## config.mk

```make
export PLATFORM = sky130hd
export DESIGN_NAME = identifier_to_separated_lower_flat
export DESIGN_NICKNAME = d
export VERILOG_FILES = /design/src/design/itsl_pkg.sv /design/src/design/itsl_if.sv /design/src/design/itsl_conv.sv /design/src/design/itsl_obuf.sv /design/src/design/identifier_to_separated_lower.sv /design/src/flat_wrapper.sv
export SDC_FILE = /design/constraint.sdc
export NUM_CORES = 1
export LEC_CHECK = 0
export ABC_AREA = 1
export CAP_MARGIN = 20
export CORE_MARGIN = 2
export CORE_UTILIZATION = 30
export CTS_BUF_LIST = sky130_fd_sc_hd__clkbuf_4 sky130_fd_sc_hd__clkbuf_8
export CTS_CLUSTER_SIZE = 30
export DETAILED_ROUTE_END_ITERATION = 12
export DONT_BUFFER_PORTS = 1
export GPL_ROUTABILITY_DRIVEN = 0
export HOLD_SLACK_MARGIN = 0.1
export PLACE_DENSITY = 0.53
export SYNTH_ARGS = -nofsm -noshare
export SYNTH_HDL_FRONTEND = slang
export SYNTH_SLANG_ARGS = --single-unit
```

## constraint.sdc

```tcl
create_clock -name clk -period 6.1 [get_ports clk]
set_clock_uncertainty 0.15 [all_clocks]
set_input_delay 0.305 -clock clk [delete_from_list [all_inputs] [get_ports clk]]
set_output_delay 0.305 -clock clk [all_outputs]
set_load 0.01 [all_outputs]
```

## src/design/itsl_pkg.sv

```systemverilog
package itsl_pkg;

    typedef enum logic [1:0] {
        CLS_OTHER = 2'd0,
        CLS_LOWER = 2'd1,
        CLS_UPPER = 2'd2,
        CLS_DIGIT = 2'd3
    } cls_t;

    localparam int MAX_RES = 4;
    localparam int IDX_W   = $clog2(MAX_RES);
    localparam int CNT_W   = $clog2(MAX_RES + 1);

    localparam logic [7:0] SEP_RESET   = 8'h2D;
    localparam logic [7:0] CASE_OFFSET = 8'h20;
    localparam logic [7:0] HIGH_START  = 8'h80;
    localparam logic [7:0] DIGIT_LO    = 8'h30;
    localparam logic [7:0] DIGIT_HI    = 8'h39;
    localparam logic [7:0] UPPER_LO    = 8'h41;
    localparam logic [7:0] UPPER_HI    = 8'h5A;
    localparam logic [7:0] LOWER_LO    = 8'h61;
    localparam logic [7:0] LOWER_HI    = 8'h7A;
    localparam logic [1:0] RUN_MAX     = 2'd3;

    typedef struct packed {
        logic [7:0] chr;
        logic       valid;
        logic       last;
    } res_t;

    typedef struct packed {
        res_t [MAX_RES-1:0] ent;
        logic [CNT_W-1:0]   cnt;
    } res_group_t;

    function automatic cls_t classify(input logic [7:0] b);
        cls_t c;
        c = CLS_OTHER;
        if (b >= HIGH_START)
            c = CLS_OTHER;
        else if (b >= DIGIT_LO && b <= DIGIT_HI)
            c = CLS_DIGIT;
        else if (b >= UPPER_LO && b <= UPPER_HI)
            c = CLS_UPPER;
        else if (b >= LOWER_LO && b <= LOWER_HI)
            c = CLS_LOWER;
        return c;
    endfunction

    // Appends one character beat to the group.
    function automatic res_group_t push(input res_group_t g, input logic [7:0] ch);
        res_group_t r;
        r = g;
        r.ent[g.cnt[IDX_W-1:0]].chr   = ch;
        r.ent[g.cnt[IDX_W-1:0]].valid = 1'b1;
        r.ent[g.cnt[IDX_W-1:0]].last  = 1'b0;
        r.cnt = g.cnt + CNT_W'(1);
        return r;
    endfunction

endpackage

```

## src/design/itsl_if.sv

```systemverilog
interface itsl_in_if;
    logic       valid;
    logic       ready;
    logic [7:0] in_byte;
    logic       in_last;

    modport source (output valid, output in_byte, output in_last, input ready);
    modport sink   (input valid, input in_byte, input in_last, output ready);
endinterface

interface itsl_out_if;
    logic       valid;
    logic       ready;
    logic [7:0] out_byte;
    logic       out_valid;
    logic       out_last;

    modport source (output valid, output out_byte, output out_valid, output out_last,
                    input ready);
    modport sink   (input valid, input out_byte, input out_valid, input out_last,
                    output ready);
endinterface

```

## src/design/itsl_conv.sv

```systemverilog
module itsl_conv (
    input  logic                  clk,
    input  logic                  rst_n,
    input  logic                  load,
    input  logic [7:0]            in_byte,
    input  logic                  in_last,
    input  logic [7:0]            separator,
    output itsl_pkg::res_group_t  grp
);
    import itsl_pkg::*;

    cls_t       prev_class_reg, prev_class_next;
    logic       word_seen_reg, word_seen_next;
    logic [7:0] held_char_reg, held_char_next;
    logic       held_valid_reg, held_valid_next;
    logic [1:0] upper_run_len_reg, upper_run_len_next;

    cls_t       c;
    res_group_t g;

    always_comb
    begin
        c                  = classify(in_byte);
        g                  = '0;
        prev_class_next    = c;
        word_seen_next     = word_seen_reg;
        held_char_next     = held_char_reg;
        held_valid_next    = held_valid_reg;
        upper_run_len_next = upper_run_len_reg;

        case (c)
            CLS_UPPER:
            begin
                if (held_valid_reg)
                    g = push(g, held_char_reg);
                if (prev_class_reg == CLS_UPPER)
                begin
                    if (upper_run_len_reg != RUN_MAX)
                        upper_run_len_next = upper_run_len_reg + 2'd1;
                end
                else
                begin
                    if (word_seen_reg)
                        g = push(g, separator);
                    word_seen_next     = 1'b1;
                    upper_run_len_next = 2'd1;
                end
                held_char_next  = in_byte + CASE_OFFSET;
                held_valid_next = 1'b1;
            end
            CLS_LOWER, CLS_DIGIT:
            begin
                if (prev_class_reg == CLS_UPPER)
                begin
                    // A long capital run hands its last letter to the new word.
                    if (c == CLS_LOWER && upper_run_len_reg == RUN_MAX && held_valid_reg)
                        g = push(g, separator);
                    if (held_valid_reg)
                        g = push(g, held_char_reg);
                end
                else
                begin
                    if (held_valid_reg)
                        g = push(g, held_char_reg);
                    if (prev_class_reg == CLS_OTHER
                        || (prev_class_reg == CLS_DIGIT && c == CLS_LOWER))
                    begin
                        if (word_seen_reg)
                            g = push(g, separator);
                        word_seen_next = 1'b1;
                    end
                end
                held_valid_next    = 1'b0;
                held_char_next     = '0;
                g                  = push(g, in_byte);
                upper_run_len_next = '0;
            end
            default:
            begin
                if (held_valid_reg)
                    g = push(g, held_char_reg);
                held_valid_next    = 1'b0;
                held_char_next     = '0;
                upper_run_len_next = '0;
            end
        endcase

        if (in_last)
        begin
            if (held_valid_next)
                g = push(g, held_char_next);
            if (g.cnt == '0)
                g.cnt = CNT_W'(1);
            g.ent[IDX_W'(g.cnt - CNT_W'(1))].last = 1'b1;
            prev_class_next    = CLS_OTHER;
            word_seen_next     = 1'b0;
            held_char_next     = '0;
            held_valid_next    = 1'b0;
            upper_run_len_next = '0;
        end
    end

    assign grp = g;

    always_ff @(posedge clk or negedge rst_n)
    begin
        if (!rst_n)
        begin
            prev_class_reg    <= CLS_OTHER;
            word_seen_reg     <= 1'b0;
            held_char_reg     <= '0;
            held_valid_reg    <= 1'b0;
            upper_run_len_reg <= '0;
        end
        else if (load)
        begin
            prev_class_reg    <= prev_class_next;
            word_seen_reg     <= word_seen_next;
            held_char_reg     <= held_char_next;
            held_valid_reg    <= held_valid_next;
            upper_run_len_reg <= upper_run_len_next;
        end
    end

    a_held_after_upper: assert property (@(posedge clk) disable iff (!rst_n)
        held_valid_reg |-> prev_class_reg == CLS_UPPER)
        else $error("held letter without a preceding capital");

    // A dropped byte may give no beat at all, but a final byte always gives one.
    a_group_size: assert property (@(posedge clk) disable iff (!rst_n)
        load |-> grp.cnt < CNT_W'(MAX_RES) && (grp.cnt != '0 || !in_last))
        else $error("result group size out of range");

    a_clear_at_end: assert property (@(posedge clk) disable iff (!rst_n)
        load && in_last |=> prev_class_reg == CLS_OTHER && !word_seen_reg
                            && !held_valid_reg && upper_run_len_reg == '0)
        else $error("stream state not cleared after final byte");

endmodule

```

## src/design/itsl_obuf.sv

```systemverilog
module itsl_obuf (
    input  logic                  clk,
    input  logic                  rst_n,
    input  logic                  load,
    input  itsl_pkg::res_group_t  grp,
    output logic                  can_load,
    itsl_out_if.source            out_ch
);
    import itsl_pkg::*;

    res_t [MAX_RES-1:0] ent_reg, ent_next;
    logic [CNT_W-1:0]   cnt_reg, cnt_next;
    logic               pop;

    assign pop      = out_ch.valid && out_ch.ready;
    // The group is reloaded whole, so it may enter only when the buffer is empty or as its last beat leaves.
    assign can_load = (cnt_reg == '0) || (cnt_reg == CNT_W'(1) && out_ch.ready);

    always_comb
    begin
        ent_next = ent_reg;
        cnt_next = cnt_reg;
        if (load)
        begin
            ent_next = grp.ent;
            cnt_next = grp.cnt;
        end
        else if (pop)
        begin
            for (int i = 0; i < MAX_RES - 1; i++)
                ent_next[i] = ent_reg[i+1];
            cnt_next = cnt_reg - CNT_W'(1);
        end
    end

    always_ff @(posedge clk or negedge rst_n)
    begin
        if (!rst_n)
            cnt_reg <= '0;
        else
            cnt_reg <= cnt_next;
    end

    always_ff @(posedge clk)
    begin
        ent_reg <= ent_next;
    end

    assign out_ch.valid     = (cnt_reg != '0);
    assign out_ch.out_byte  = ent_reg[0].chr;
    assign out_ch.out_valid = ent_reg[0].valid;
    assign out_ch.out_last  = ent_reg[0].last;

    a_load_when_free: assert property (@(posedge clk) disable iff (!rst_n)
        load |-> can_load)
        else $error("result group loaded over pending beats");

    a_marker_is_last: assert property (@(posedge clk) disable iff (!rst_n)
        out_ch.valid && !out_ch.out_valid |-> out_ch.out_last)
        else $error("end marker beat without last flag");

    a_cnt_bound: assert property (@(posedge clk) disable iff (!rst_n)
        cnt_reg <= CNT_W'(MAX_RES))
        else $error("result buffer count overflow");

endmodule

```

## src/design/identifier_to_separated_lower.sv

```systemverilog
// Data path: a byte accepted on in_ch is registered in the input stage, converted
// combinationally and loaded into the result buffer, which presents its result beats.
// Throughput: one byte per cycle while each byte gives at most one beat and out_ch is not
// stalled; a byte that gives more beats holds the input while the result buffer drains them.
// Reset (rst_n, asynchronous, active low) empties both stages, clears word state
// and sets the separator to a hyphen.
module identifier_to_separated_lower (
    input  logic        clk,
    input  logic        rst_n,
    input  logic        cfg_we,
    input  logic [7:0]  cfg_wdata,
    itsl_in_if.sink     in_ch,
    itsl_out_if.source  out_ch
);
    import itsl_pkg::*;

    logic [7:0] separator_reg;
    logic       ivalid_reg;
    logic [7:0] ibyte_reg;
    logic       ilast_reg;

    logic       can_load;
    logic       load;
    res_group_t grp;

    assign load        = ivalid_reg && can_load;
    assign in_ch.ready = !ivalid_reg || load;

    always_ff @(posedge clk or negedge rst_n)
    begin
        if (!rst_n)
        begin
            separator_reg <= SEP_RESET;
            ivalid_reg    <= 1'b0;
        end
        else
        begin
            if (cfg_we)
                separator_reg <= cfg_wdata;
            if (in_ch.ready)
                ivalid_reg <= in_ch.valid;
        end
    end

    always_ff @(posedge clk)
    begin
        if (in_ch.valid && in_ch.ready)
        begin
            ibyte_reg <= in_ch.in_byte;
            ilast_reg <= in_ch.in_last;
        end
    end

    itsl_conv u_conv (
        .clk       (clk),
        .rst_n     (rst_n),
        .load      (load),
        .in_byte   (ibyte_reg),
        .in_last   (ilast_reg),
        .separator (separator_reg),
        .grp       (grp)
    );

    itsl_obuf u_obuf (
        .clk      (clk),
        .rst_n    (rst_n),
        .load     (load),
        .grp      (grp),
        .can_load (can_load),
        .out_ch   (out_ch)
    );

endmodule

```

## src/flat_wrapper.sv

```systemverilog
// flat-port wrapper written by rule: the top's interface ports become plain ports
module identifier_to_separated_lower_flat import itsl_pkg::*;
  (clk, rst_n, cfg_we, cfg_wdata, in_ch_valid, in_ch_in_byte, in_ch_in_last, in_ch_ready, out_ch_valid, out_ch_out_byte, out_ch_out_valid, out_ch_out_last, out_ch_ready);
  itsl_in_if in_ch_i ();
  itsl_out_if out_ch_i ();
  input  logic clk;
  input  logic rst_n;
  input  logic cfg_we;
  input  logic [7:0] cfg_wdata;
  input wire logic [$bits(in_ch_i.valid)-1:0] in_ch_valid;
  input wire logic [$bits(in_ch_i.in_byte)-1:0] in_ch_in_byte;
  input wire logic [$bits(in_ch_i.in_last)-1:0] in_ch_in_last;
  output wire logic [$bits(in_ch_i.ready)-1:0] in_ch_ready;
  output wire logic [$bits(out_ch_i.valid)-1:0] out_ch_valid;
  output wire logic [$bits(out_ch_i.out_byte)-1:0] out_ch_out_byte;
  output wire logic [$bits(out_ch_i.out_valid)-1:0] out_ch_out_valid;
  output wire logic [$bits(out_ch_i.out_last)-1:0] out_ch_out_last;
  input wire logic [$bits(out_ch_i.ready)-1:0] out_ch_ready;
  assign in_ch_i.valid = in_ch_valid;
  assign in_ch_i.in_byte = in_ch_in_byte;
  assign in_ch_i.in_last = in_ch_in_last;
  assign in_ch_ready = in_ch_i.ready;
  assign out_ch_valid = out_ch_i.valid;
  assign out_ch_out_byte = out_ch_i.out_byte;
  assign out_ch_out_valid = out_ch_i.out_valid;
  assign out_ch_out_last = out_ch_i.out_last;
  assign out_ch_i.ready = out_ch_ready;
  identifier_to_separated_lower u_core (.clk(clk), .rst_n(rst_n), .cfg_we(cfg_we), .cfg_wdata(cfg_wdata), .in_ch(in_ch_i), .out_ch(out_ch_i));
endmodule
```

== Word-level counts from Yosys, hierarchy flattened ==
Cells that the tools add are included.
Word-level totals
  word-level logic and storage cells: 181
  output and inout port bits: 12
  register bits after elaboration: 75
  input port bits: 22
Cells by class
  add/subtract/negate cells: 9
  multiplexer cells: 90
  reduce and logical (&&, ||, !) cells: 29
  $lt $le $gt $ge: 19
  equality and inequality tests: 12
Operators with widths (number)
  43-bit two-way mux: 15
  40-bit bitwise mux: 16
  10-bit demux with 2-bit select: 16
  43-bit one-hot mux with 2 select lines: 1
  30-bit two-way mux: 2
  10-bit two-way mux: 5
  13-bit two-way mux: 2
  2-bit two-way mux: 13
  2-bit by 3-bit < comparator with 1-bit output, second input constant: 6
  8-bit by 7-bit >= comparator with 1-bit output, second input constant: 2
  8-bit by 7-bit less-or-equal comparator with 1-bit output, second input constant: 2
  1-bit logical AND: 16
  8-bit two-way mux: 2
  3-bit by 1-bit adder with 3-bit output, second input constant: 5
  1-bit two-way mux: 13
  2-bit by 1-bit >= comparator with 1-bit output, second input constant: 6
  3-bit two-way mux: 4
  2-bit equality test, second input constant: 5
  3-bit by 2-bit inequality test with 1-bit output, second input constant: 3
  8-bit by 6-bit adder with 8-bit output, second input constant: 1
  8-bit by 6-bit >= comparator with 1-bit output, second input constant: 1
  8-bit >= comparator, second input constant: 1
  8-bit by 6-bit less-or-equal comparator with 1-bit output, second input constant: 1
  3-bit logical NOT: 2
  16 further kinds: 19

== Depth between registers and ports, before layout ==
Gate-level depths: netlist (run 1).
  depth after elaboration: 50
  gate-level depth with buffers: 25
  gate-level depth less buffers: 25

== By module ==
From an unflattened synthesis (run 1), not the netlist that was laid out.
Second synthesis, totals
  cell total of the unflattened synthesis: 682
  area, all modules: 5042.3 sq um
By module, submodules not included
  itsl_conv: area an instance 2483.6 sq um, seq. area each 350.3 sq um, cells each 453, instances 1
  itsl_obuf: area an instance 1919.3 sq um, seq. area each 1276.2 sq um, cells each 179, instances 1
  identifier_to_separated_lower: area an instance 639.4 sq um, seq. area each 500.5 sq um, cells each 50, instances 1

== Worst setup path before layout (run 1) ==
No wires, ideal clock.
  kind: reg-to-reg
  start: register u_core.ibyte_reg[5]
  end: register u_core.u_obuf.ent_reg (netlist bit u_core.u_obuf.out_ch.out_last), data pin
  path slack: 2.725 ns
  data required time: 5.694 ns
  data arrival time: 2.970 ns
  period minus slack after synthesis: 3.375 ns
  library setup time: 0.256 ns
  buffers on the path: 0
  stages on the path, launching flop included: 24
  path through: edfxtp_1 -> ha_1 -> inv_1 -> nor3_1 -> nand2_1 -> nand2_1 -> nand2_1 -> inv_2 -> nand3_4 -> nor2_4 -> nand2_4 -> inv_1 -> a21oi_1 -> ha_1 -> inv_1 -> o21ai_2 -> ha_1 -> inv_1 -> ha_1 -> inv_1 -> o211ai_1 -> nand2_2 -> nand2_2 -> o21ai_2
RTL lines
  start, declared: RTL line identifier_to_separated_lower.sv:19  | logic [7:0] ibyte_reg;
  start signal, assigned: RTL line identifier_to_separated_lower.sv:49  | ibyte_reg <= in_ch.in_byte;
  end signal, assigned: RTL line itsl_obuf.sv:46  | ent_reg <= ent_next;
  end, declared: RTL line itsl_obuf.sv:11  | res_t [MAX_RES-1:0] ent_reg, ent_next;

==> run metrics, run 1 <==
Pins Over Slew Limit=0; Post-DP Area=5001 µm²; maximum root-to-sink buffer count=2; Critical Path End Type=flop; initial antenna violation count=0; layout cells sized above 1=9.779%; largest net degree at the start of global routing=51; Worst Path Arrival=4.37 ns; minimum clock period after layout=4.381 ns; reg-to-reg slack, setup=1.72 ns; CP Launch Type=flop; DRT iter0 DRCs=428; CTS tree=done; r2r startpoint=u_core.ibyte_reg[5]$_DFFE_PP_; WL/cell=16.31 µm; post-synth top area share=30.44%; peak supply drop=0.2698 mV; top-count cell post-synth=nand2_1; first-pass GRT wire length=22680 µm; Synth Warn #=0; Hold Path Depth=5; worst-path maximum fanout=16; placed cell count=812; min-delay worst type=input port to flop; Sink Count=75; worst reg2reg path endpoint=u_core.u_obuf.out_ch.out_byte[5]$_DFFE_PP_; nets@finish=668; Power Dens Cells=476.1 nW/µm²; DP HPWL=9948 µm; Setup TNS Final=0 ns; Worst Path Required=6.09 ns; Finished Cell Area=5458 µm²; RSZ-0062 raised after global routing=false; DRC viols=0; Port Buffers=0; Rows=46; number of global-route vias before repair=4389; Tot GR Track Use=17.46%; Final setup viols=0; Worst Max-Slew Pin Slew=1.017 ns; crit share post-route=71.81%; drt total wl=13870 µm; hold endpoint=u_core.ivalid_reg$_DFFE_PN0N_; n_diodes=0; Vias/cell=5.038; max_cap viols=0; CTS buffer count=9; critical setup path kind=flop to flop; worst setup margin=1.720 ns; clk_lat worst skew=0.37 ns; Rel. slew slack=32.15%; Mapped Nets=660; dpl ws=1.786 ns; Largest register FFs=30; clk slew on worst S/H paths=0.08 ns; slowest stage delay, CP=0.58 ns; number of synthesized register bits=75; Syn Area/Cell=7.783 µm²; Core ar.=15830 µm²; Cell variety after synth=40; via count=4282; run status=finished, final reports clean; Ports=34; maximum clock frequency=0.2283 GHz; Post-Layout Cell Count=850; drt pass-1 iters=5; slowest CP cell=edfxtp_1; Die ar.=17140 µm²; H-tree levels=3; top_reg_cell synth=edfxtp_1; Pleak=2.392 nW; Initial Util=30.54%; Final Hold Viols=0; synth cell count leaders=158 x nand2_1, 76 x inv_1, 57 x o21ai_0; Post-Syn Instances=621; Seq/Total Area, Yosys=44.01%; Hold Startpoint=out_ch_ready; R2R depth=23; synth-to-layout area growth=12.92%; share of synthesized flip-flops with an asynchronous set or reset=34.67%; Post-DRT Antenna Nets=0; crit-path cells=ha_1 -> inv_1 -> nor3_1 -> nand2_1 -> nand2_1 -> nand2_1 -> inv_2 -> nand3_4 -> nor2_4 -> nand2_4 -> inv_1 -> a21oi_1 -> ha_1 -> inv_1 -> o21ai_2 -> inv_1 -> ha_1 -> nand2_1 -> o21ai_0 -> nor2_1 -> nand2_1 -> nand2_1 -> nand2_1; DIE HEIGHT=130.9 µm; Resized Gates After CTS=0; CTS root buf=clkbuf_8; Post-synth EDFFs=49; chip width=130.9 µm; Fin Hold WS=0.2113 ns; Mapped Area=4833 µm²; Congestion Overflow GR=0; Synth area leaders=edfxtp_1 30%, nand2_1 12%, dfrtp_1 11%; most used cell, CP=nand2_1; post-synth top area cell=edfxtp_1
[worst max-delay path by stage]
stage,from,endpoint,slack (ns),cells past startpoint
after detailed placement,u_core.ibyte_reg[5]$_DFFE_PP_,u_core.u_obuf.out_ch.out_byte[5]$_DFFE_PP_,1.79,23
after floorplan,u_core.ibyte_reg[5]$_DFFE_PP_,u_core.u_obuf.out_ch.out_last$_DFFE_PP_,2.72,23
final,u_core.ibyte_reg[5]$_DFFE_PP_,u_core.u_obuf.out_ch.out_byte[5]$_DFFE_PP_,1.72,23
after global routing,u_core.ibyte_reg[5]$_DFFE_PP_,u_core.u_obuf.out_ch.out_byte[3]$_DFFE_PP_,1.39,23
after global placement,u_core.ibyte_reg[5]$_DFFE_PP_,u_core.u_obuf.out_ch.out_byte[5]$_DFFE_PP_,1.82,23
after CTS,u_core.ibyte_reg[5]$_DFFE_PP_,u_core.u_obuf.out_ch.out_byte[5]$_DFFE_PP_,1.77,23
[cells by family (layout without fill, tap and decap cells)]
logic type / Yosys count / count (layout) / synth area share [%]
simple gates: 272 / 272 / 25.21
compound gates: 143 / 143 / 16.26
buf+inv: 113 / 126 / 9.940
flops: 75 / 75 / 44.01
fa+ha+maj: 17 / 17 / 4.401
xor+xnor: 1 / 1 / 0.1812
[worst max-delay path, delay by kind of cell, from the launching register on]
kind / cells / cell delay [ns]
DFF: 1 / 0.58
adders and majority gates: 3 / 0.74
buffers and inverters: 5 / 0.52
and+or+nand+nor: 12 / 1.64
AOI/OAI and AO/OA: 3 / 0.48
[placed cells by master (no fill, tap or decap), types with 2 or more instances in the layout]
master | synthesis | final
inv_2 | 7 | 7
nor3_1 | 15 | 15
o21ai_2 | 3 | 3
nand4_1 | 6 | 6
clkinvlp_4 | 0 | 2
o21ai_0 | 57 | 57
dfstp_2 | 4 | 4
bufinv_16 | 0 | 2
a21oi_1 | 40 | 39
edfxtp_1 | 49 | 49
buf_12 | 0 | 2
nand2_1 | 158 | 158
dfrtp_1 | 22 | 22
nor2_4 | 2 | 3
nor2_1 | 42 | 41
clkbuf_8 | 0 | 10
o22ai_1 | 14 | 14
o21ai_1 | 18 | 18
nand2_4 | 4 | 4
nand3_2 | 3 | 3
o211ai_1 | 3 | 3
nand2_2 | 7 | 7
dlygate4sd3_1 | 0 | 21
ha_1 | 17 | 17
nor2_2 | 3 | 3
inv_1 | 76 | 76
clkinv_4 | 1 | 2
nand3_1 | 28 | 28
o2111ai_1 | 2 | 2
buf_4 | 9 | 2
[timing repair]
item / 4_1_cts / 5_1_grt
endpoints found under the hold margin: 45 / 0
hold buffers: 22 / 0
setup buffers: 0 / 0
[final cells by class]
class	count	area, µm²
fillers	1671	10370
multi-input cells	433	2245
flip-flops and latches	75	2127
inverters	85	324.1
well taps	216	270.3
repair buffers	25	265.3
clock buffers	10	137.6
clock inverters	6	88.84
[power by group]
part	internal, mW	switching, mW	total, mW
clock	0.241	0.197	0.438
combinational	0.374	0.853	1.23
sequential	0.794	0.139	0.934
total	1.41	1.19	2.60
[metal layers]
| metal | part of all wire [%] | vias to the layer above | global-route usage [%] |
|---|---|---|---|
| met4 | 2.5 | 0 | 6.320 |
| met1 | 44 | 2042 | 21.42 |
| met5 | 0 | - | 0 |
| met3 | 5.9 | 24 | 4.479 |
| li1 | - | 2080 | - |
| met2 | 48 | 136 | 29.75 |
[stage by stage]
step           utilization, %  total power, mW
6_report                34.48            2.599
5_1_grt                 34.48            2.820
4_1_cts                 34.48            2.607
3_5_place_dp            31.60            2.141
3_3_place_gp            31.47            2.124
2_1_floorplan               -            1.839
(Power assumes the default switching activity.)
==> run 2, diff against run 1 <==
--- a/config.mk
+++ b/config.mk
@@ -5,7 +5,7 @@
 export SDC_FILE = /design/constraint.sdc
 export NUM_CORES = 1
 export LEC_CHECK = 0
-export ABC_AREA = 1
+export ABC_AREA = 0
 export CAP_MARGIN = 20
 export CORE_MARGIN = 2
 export CORE_UTILIZATION = 30
==> constraint.sdc (replaced) <==
create_clock -name clk -period 4.1 [get_ports clk]
set_clock_uncertainty 0.15 [all_clocks]
set_input_delay 0.205 -clock clk [delete_from_list [all_inputs] [get_ports clk]]
set_output_delay 0.205 -clock clk [all_outputs]
set_load 0.01 [all_outputs]
==> run metrics, run 2 <==
Synth area leaders=edfxtp_1 33%, dfrtp_1 12%, ha_1 4.8%; storage element area=2127 µm²; Rows=44; Pleak=1.977 nW; Compound-Gate Fraction of Synth Area=25.00%; DP HPWL=8645 µm; WL/cell=18.27 µm; Congestion Overflow GR=0; post-synth top area cell=edfxtp_1; min-delay worst type=input port to asynchronous set/reset pin; DIE HEIGHT=125.4 µm; Sink Count=75; Flop pwr share=36.6%; Net Switching=1.480 mW; Net Sw Frac=39.34%; H-tree levels=3; critical setup path kind=flop to flop; Pins Over Slew Limit=0; Seq/Total Area, Yosys=48.08%; most frequent cells in the layout=49 x edfxtp_1, 48 x nand2_1, 38 x o21ai_0, 35 x a21oi_1, 32 x buf_4; Final Hold Viols=0; Mapped Area=4424 µm²; DRT iter0 DRCs=263; layout cells sized above 1=17.05%; largest family of logic cells by synthesized area=compound AO/OA/AOI/OAI gates; Worst Max-Slew Pin Slew=0.6023 ns; run status=finished, final reports clean; synth cell count leaders=49 x edfxtp_1, 48 x nand2_1, 39 x o21ai_0; number of synthesized register bits=75; first-pass GRT wire length=20130 µm; initial antenna violation count=0; placed cell count=626; synth-to-layout area growth=18.35%; Final setup viols=0; clock network power share=20.1%; n_diodes=0; via count=3581; maximum clock frequency=0.2635 GHz; Synth Warn #=0; Syn Area/Cell=9.965 µm²; Cell variety after synth=63; Post-Layout Cell Count=665; crit share post-route=92.57%; post-synthesis adder-cell area fraction=4.808%; drt total wl=12150 µm; commonest non-fill, non-tap cell in the layout=edfxtp_1; Worst Path Required=4.16 ns; share of synthesized flip-flops with an asynchronous set or reset=34.67%; top-count cell post-synth=edfxtp_1; CTS tree=done; Critical Path End Type=flop; xor/xnor share of the synthesized area=0%; Initial Util=30.56%; max_cap viols=0; area of the multi-input gates=2077 µm²; Fin Hold WS=0.1255 ns; Vias/cell=5.385; top_reg_cell synth=edfxtp_1; Die ar.=15740 µm²; post-synth top area share=33.26%; number of global-route vias before repair=3639; overall power=3.761 mW; Rel. slew slack=59.85%; CTS root buf=clkbuf_8; nets@finish=515; largest net degree at the start of global routing=46; Mapped Nets=483; Post-synth EDFFs=49; drt pass-1 iters=5; Tot GR Track Use=16.07%; Ports=34; Power Dens Cells=718.2 nW/µm²; clk slew on worst S/H paths=0.08 ns; Int Power=2.281 mW; CTS buffer count=9; minimum clock period after layout=3.795 ns; Post-DRT Antenna Nets=0; Core ar.=14480 µm²; Post-Syn Instances=444; Setup TNS Final=0 ns; chip width=125.4 µm; Port Buffers=0; fillcell total=1445; clk_lat worst skew=0.37 ns; post-synthesis mux area share=2.460%; final core occ=36.16%; Worst Path Arrival=3.85 ns; worst-path maximum fanout=6; power share of the combinational group=43.2%; maximum root-to-sink buffer count=2; CP Launch Type=flop; DRC viols=0; peak supply drop=0.4672 mV; post-synthesis simple-gate area fraction=13.94%; Largest register FFs=30; RSZ-0062 raised after global routing=false
-- run 2: path summary, 6_finish.rpt --
check | cells past startpoint | slack, ns | from | endpoint
max | 16 | 0.30 | u_core.ibyte_reg[0]$_DFFE_PP_ | u_core.u_obuf.out_ch.out_last$_DFFE_PP_
min in group clk | 1 | 0.14 | in_ch_valid | u_core.ilast_reg$_DFFE_PP_
min reg2reg | 2 | 0.35 | u_core.u_conv.held_char_reg[6]$_DFFE_PN0P_ | u_core.u_conv.held_char_reg[6]$_DFFE_PN0P_
min | 2 | 0.13 | rst_n | u_core.u_obuf.cnt_reg[1]$_DFFE_PN0P_
max reg2reg | 16 | 0.30 | u_core.ibyte_reg[0]$_DFFE_PP_ | u_core.u_obuf.out_ch.out_last$_DFFE_PP_
max in group asynchronous | 2 | 3.42 | rst_n | u_core.separator_reg[5]$_DFFE_PN1P_
-- run 2: layout make-up --
cell class / instances / area share, %
Multi-Input combinational cell: 318 / 39.67
Clock inverter: 5 / 2.389
Tap cell: 184 / 4.397
Timing Repair Buffer: 54 / 8.984
Clock buffer: 11 / 2.652
Inverter: 18 / 1.290
Sequential cell: 75 / 40.62
-- run 2: timing repair --
| item | CTS | global route |
|---|---|---|
| setup endpoints to repair | 0 | 9 |
| hold buffers | 22 | 0 |
| resized for setup | 0 | 7 |
| setup buffers | 0 | 1 |
| hold endpoints to repair | 45 | 0 |
-- run 2: power groups by stage --
stage / Sequential (mW) / Clock (mW) / Combinational, mW
after floorplan: 1.30 / 0 / 1.20
after global placement: 1.39 / 0 / 1.53
after detailed placement: 1.40 / 0 / 1.55
after CTS: 1.38 / 0.775 / 1.59
after global routing: 1.41 / 0.806 / 1.81
final: 1.38 / 0.758 / 1.63
-- run 2: stage by stage --
stage          setup slack [ns]  area (µm²)
2_1_floorplan            0.1760        4424
3_3_place_gp             0.2322        4702
3_5_place_dp             0.1293        4702
4_1_cts                  0.1099        5196
5_1_grt                 0.02295        5236
6_report                 0.3047        5236
-- run 2: cell families (layout without fill, tap and decap cells) --
| kind of cell | after synthesis | in the layout |
|---|---|---|
| mux | 10 | 10 |
| compound gates | 163 | 163 |
| flops | 75 | 75 |
| simple gates | 128 | 128 |
| buf+inv | 51 | 88 |
| fa+ha+maj | 17 | 17 |
-- run 2: routing by layer --
layer  routed length (µm)  track usage [%]
met1                 5672            22.46
met2                 5441            24.48
met3                  843            4.236
met4                  189            4.771
met5                    0                0
-- run 2: worst max-delay path: stages (launching register included) --
cell and delay (ns):
edfxtp_1 0.39, or3_4 0.44, o311a_1 0.42, o211ai_4 0.18, o211a_1 0.24, a21oi_2 0.05, buf_4 0.16, inv_2 0.08
o21ai_2 0.08, or2_2 0.32, ha_1 0.22, inv_1 0.06, ha_1 0.23, o21ai_1 0.17, a21oi_1 0.10, a21boi_1 0.14
o31ai_1 0.21
==> run 3, diff against run 2 <==
--- a/config.mk
+++ b/config.mk
@@ -7,6 +7,8 @@
 export LEC_CHECK = 0
 export ABC_AREA = 0
 export CAP_MARGIN = 20
+export CELL_PAD_IN_SITES_DETAIL_PLACEMENT = 0
+export CELL_PAD_IN_SITES_GLOBAL_PLACEMENT = 1
 export CORE_MARGIN = 2
 export CORE_UTILIZATION = 30
 export CTS_BUF_LIST = sky130_fd_sc_hd__clkbuf_4 sky130_fd_sc_hd__clkbuf_8
@@ -15,7 +17,7 @@
 export DONT_BUFFER_PORTS = 1
 export GPL_ROUTABILITY_DRIVEN = 0
 export HOLD_SLACK_MARGIN = 0.1
-export PLACE_DENSITY = 0.53
+export PLACE_DENSITY = 0.61
 export SYNTH_ARGS = -nofsm -noshare
 export SYNTH_HDL_FRONTEND = slang
 export SYNTH_SLANG_ARGS = --single-unit
==> run metrics, run 3 (synthesis results as in run 2) <==
Post-DRT Antenna Nets=0; drt total wl=12830 µm; nets@finish=514; clk_lat worst skew=0.38 ns; Core ar.=14480 µm²; worst setup margin=0.3007 ns; CTS tree=done; Die ar.=15740 µm²; Worst Path Required=4.16 ns; synth-to-layout area growth=17.65%; DP HPWL=8979 µm; CP Launch Type=flop; Fin Hold WS=0.1276 ns; Sink Count=75; DRT iter0 DRCs=333; Critical Path End Type=flop; drt pass-1 iters=5; max_cap viols=0; largest net degree at the start of global routing=46; n_diodes=0; first-pass GRT wire length=20330 µm; Pleak=1.950 nW; initial antenna violation count=0; H-tree levels=3; Worst Path Arrival=3.86 ns; fillcell total=1459; Congestion Overflow GR=0; Final setup viols=0; minimum clock period after layout=3.799 ns; most frequent cells in the layout=49 x edfxtp_1, 48 x nand2_1, 38 x o21ai_0, 35 x a21oi_1, 31 x buf_4; via count=3665; commonest non-fill, non-tap cell in the layout=edfxtp_1; worst-path maximum fanout=6; Setup TNS Final=0 ns; Worst Max-Slew Pin Slew=0.6166 ns; Rel. slew slack=58.90%; area of the multi-input gates=2082 µm²; Tot GR Track Use=16.65%; peak supply drop=0.4190 mV; clk slew on worst S/H paths=0.08 ns; Vias/cell=5.520; Pins Over Slew Limit=0; run status=finished, final reports clean; layout cells sized above 1=17.08%; DRC viols=0; Ports=34; Largest register FFs=30; Power Dens Cells=710.7 nW/µm²; Final Hold Viols=0; CTS buffer count=9; overall power=3.699 mW; RSZ-0062 raised after global routing=false; maximum clock frequency=0.2632 GHz; storage element area=2127 µm²; min-delay worst type=input port to flop; Initial Util=30.56%; maximum root-to-sink buffer count=2; number of global-route vias before repair=3514; Rows=44; dpl ws=0.1364 ns; crit share post-route=92.67%; critical setup path kind=flop to flop; Port Buffers=0; CTS root buf=clkbuf_8; DIE HEIGHT=125.4 µm; chip width=125.4 µm; WL/cell=19.33 µm
-- run 3: through the flow --
stage / area [µm²] / std cells / utilization [%]
floorplan: 4424 / 444 / -
global placement: 4695 / 625 / 32.42
detailed placement: 4695 / 625 / 32.42
CTS: 5160 / 663 / 35.64
global route: 5205 / 664 / 35.95
finish: 5205 / 664 / 35.95
-- run 3: layout make-up --
cell class / count / area share, %
clock buffer: 11 / 2.909
clock inverter: 5 / 1.611
sequential: 75 / 40.87
multi-input combinational: 318 / 40.00
inverter: 18 / 1.298
tap: 184 / 4.423
timing repair buffer: 53 / 8.894
-- run 3: metal layers --
layer | vias to the layer above | wire length [µm] | track usage (%)
met1 | 1802 | 6260 | 24.53
met5 | - | 0 | 0
met4 | 0 | 163 | 3.529
li1 | 1718 | - | -
met3 | 15 | 724 | 4.407
met2 | 130 | 5686 | 24.58
-- run 3: critical path, stage by stage (launching register included) --
cell and delay (ns):
edfxtp_1 0.51, or2_2 0.36, o311a_1 0.38, o211ai_4 0.16, o21ai_2 0.15, a21oi_2 0.22
ha_1 0.30, a21oi_1 0.18, inv_1 0.09, ha_1 0.21, inv_1 0.06, ha_1 0.24
o21ai_1 0.18, a21oi_1 0.10, a21boi_1 0.13, o31ai_1 0.21
-- run 3: report_power, final --
| group | switching, mW | internal [mW] |
|---|---|---|
| clock network | 0.303 | 0.378 |
| registers | 0.185 | 1.19 |
| logic | 1.04 | 0.601 |
-- run 3: final timing paths --
path / from / end / slack (ns) / depth (start not counted)
max: u_core.ibyte_reg[4]$_DFFE_PP_ / u_core.u_obuf.out_ch.out_last$_DFFE_PP_ / 0.30 / 15
min: in_ch_valid / u_core.ilast_reg$_DFFE_PP_ / 0.13 / 1
max reg2reg: u_core.ibyte_reg[4]$_DFFE_PP_ / u_core.u_obuf.out_ch.out_last$_DFFE_PP_ / 0.30 / 15
min reg2reg: u_core.u_conv.held_char_reg[6]$_DFFE_PN0P_ / u_core.u_conv.held_char_reg[6]$_DFFE_PN0P_ / 0.34 / 2
max in group asynchronous: rst_n / u_core.separator_reg[5]$_DFFE_PN1P_ / 3.40 / 2
min in group asynchronous: rst_n / u_core.u_conv.held_char_reg[5]$_DFFE_PN0P_ / 0.14 / 2
-- run 3: timing repair --
action,4_1_cts,5_1_grt
gates resized for setup,0,8
hold buffers,22,0
setup buffers,0,1
endpoints found under the setup margin,0,4
hold endpoints to repair,45,0
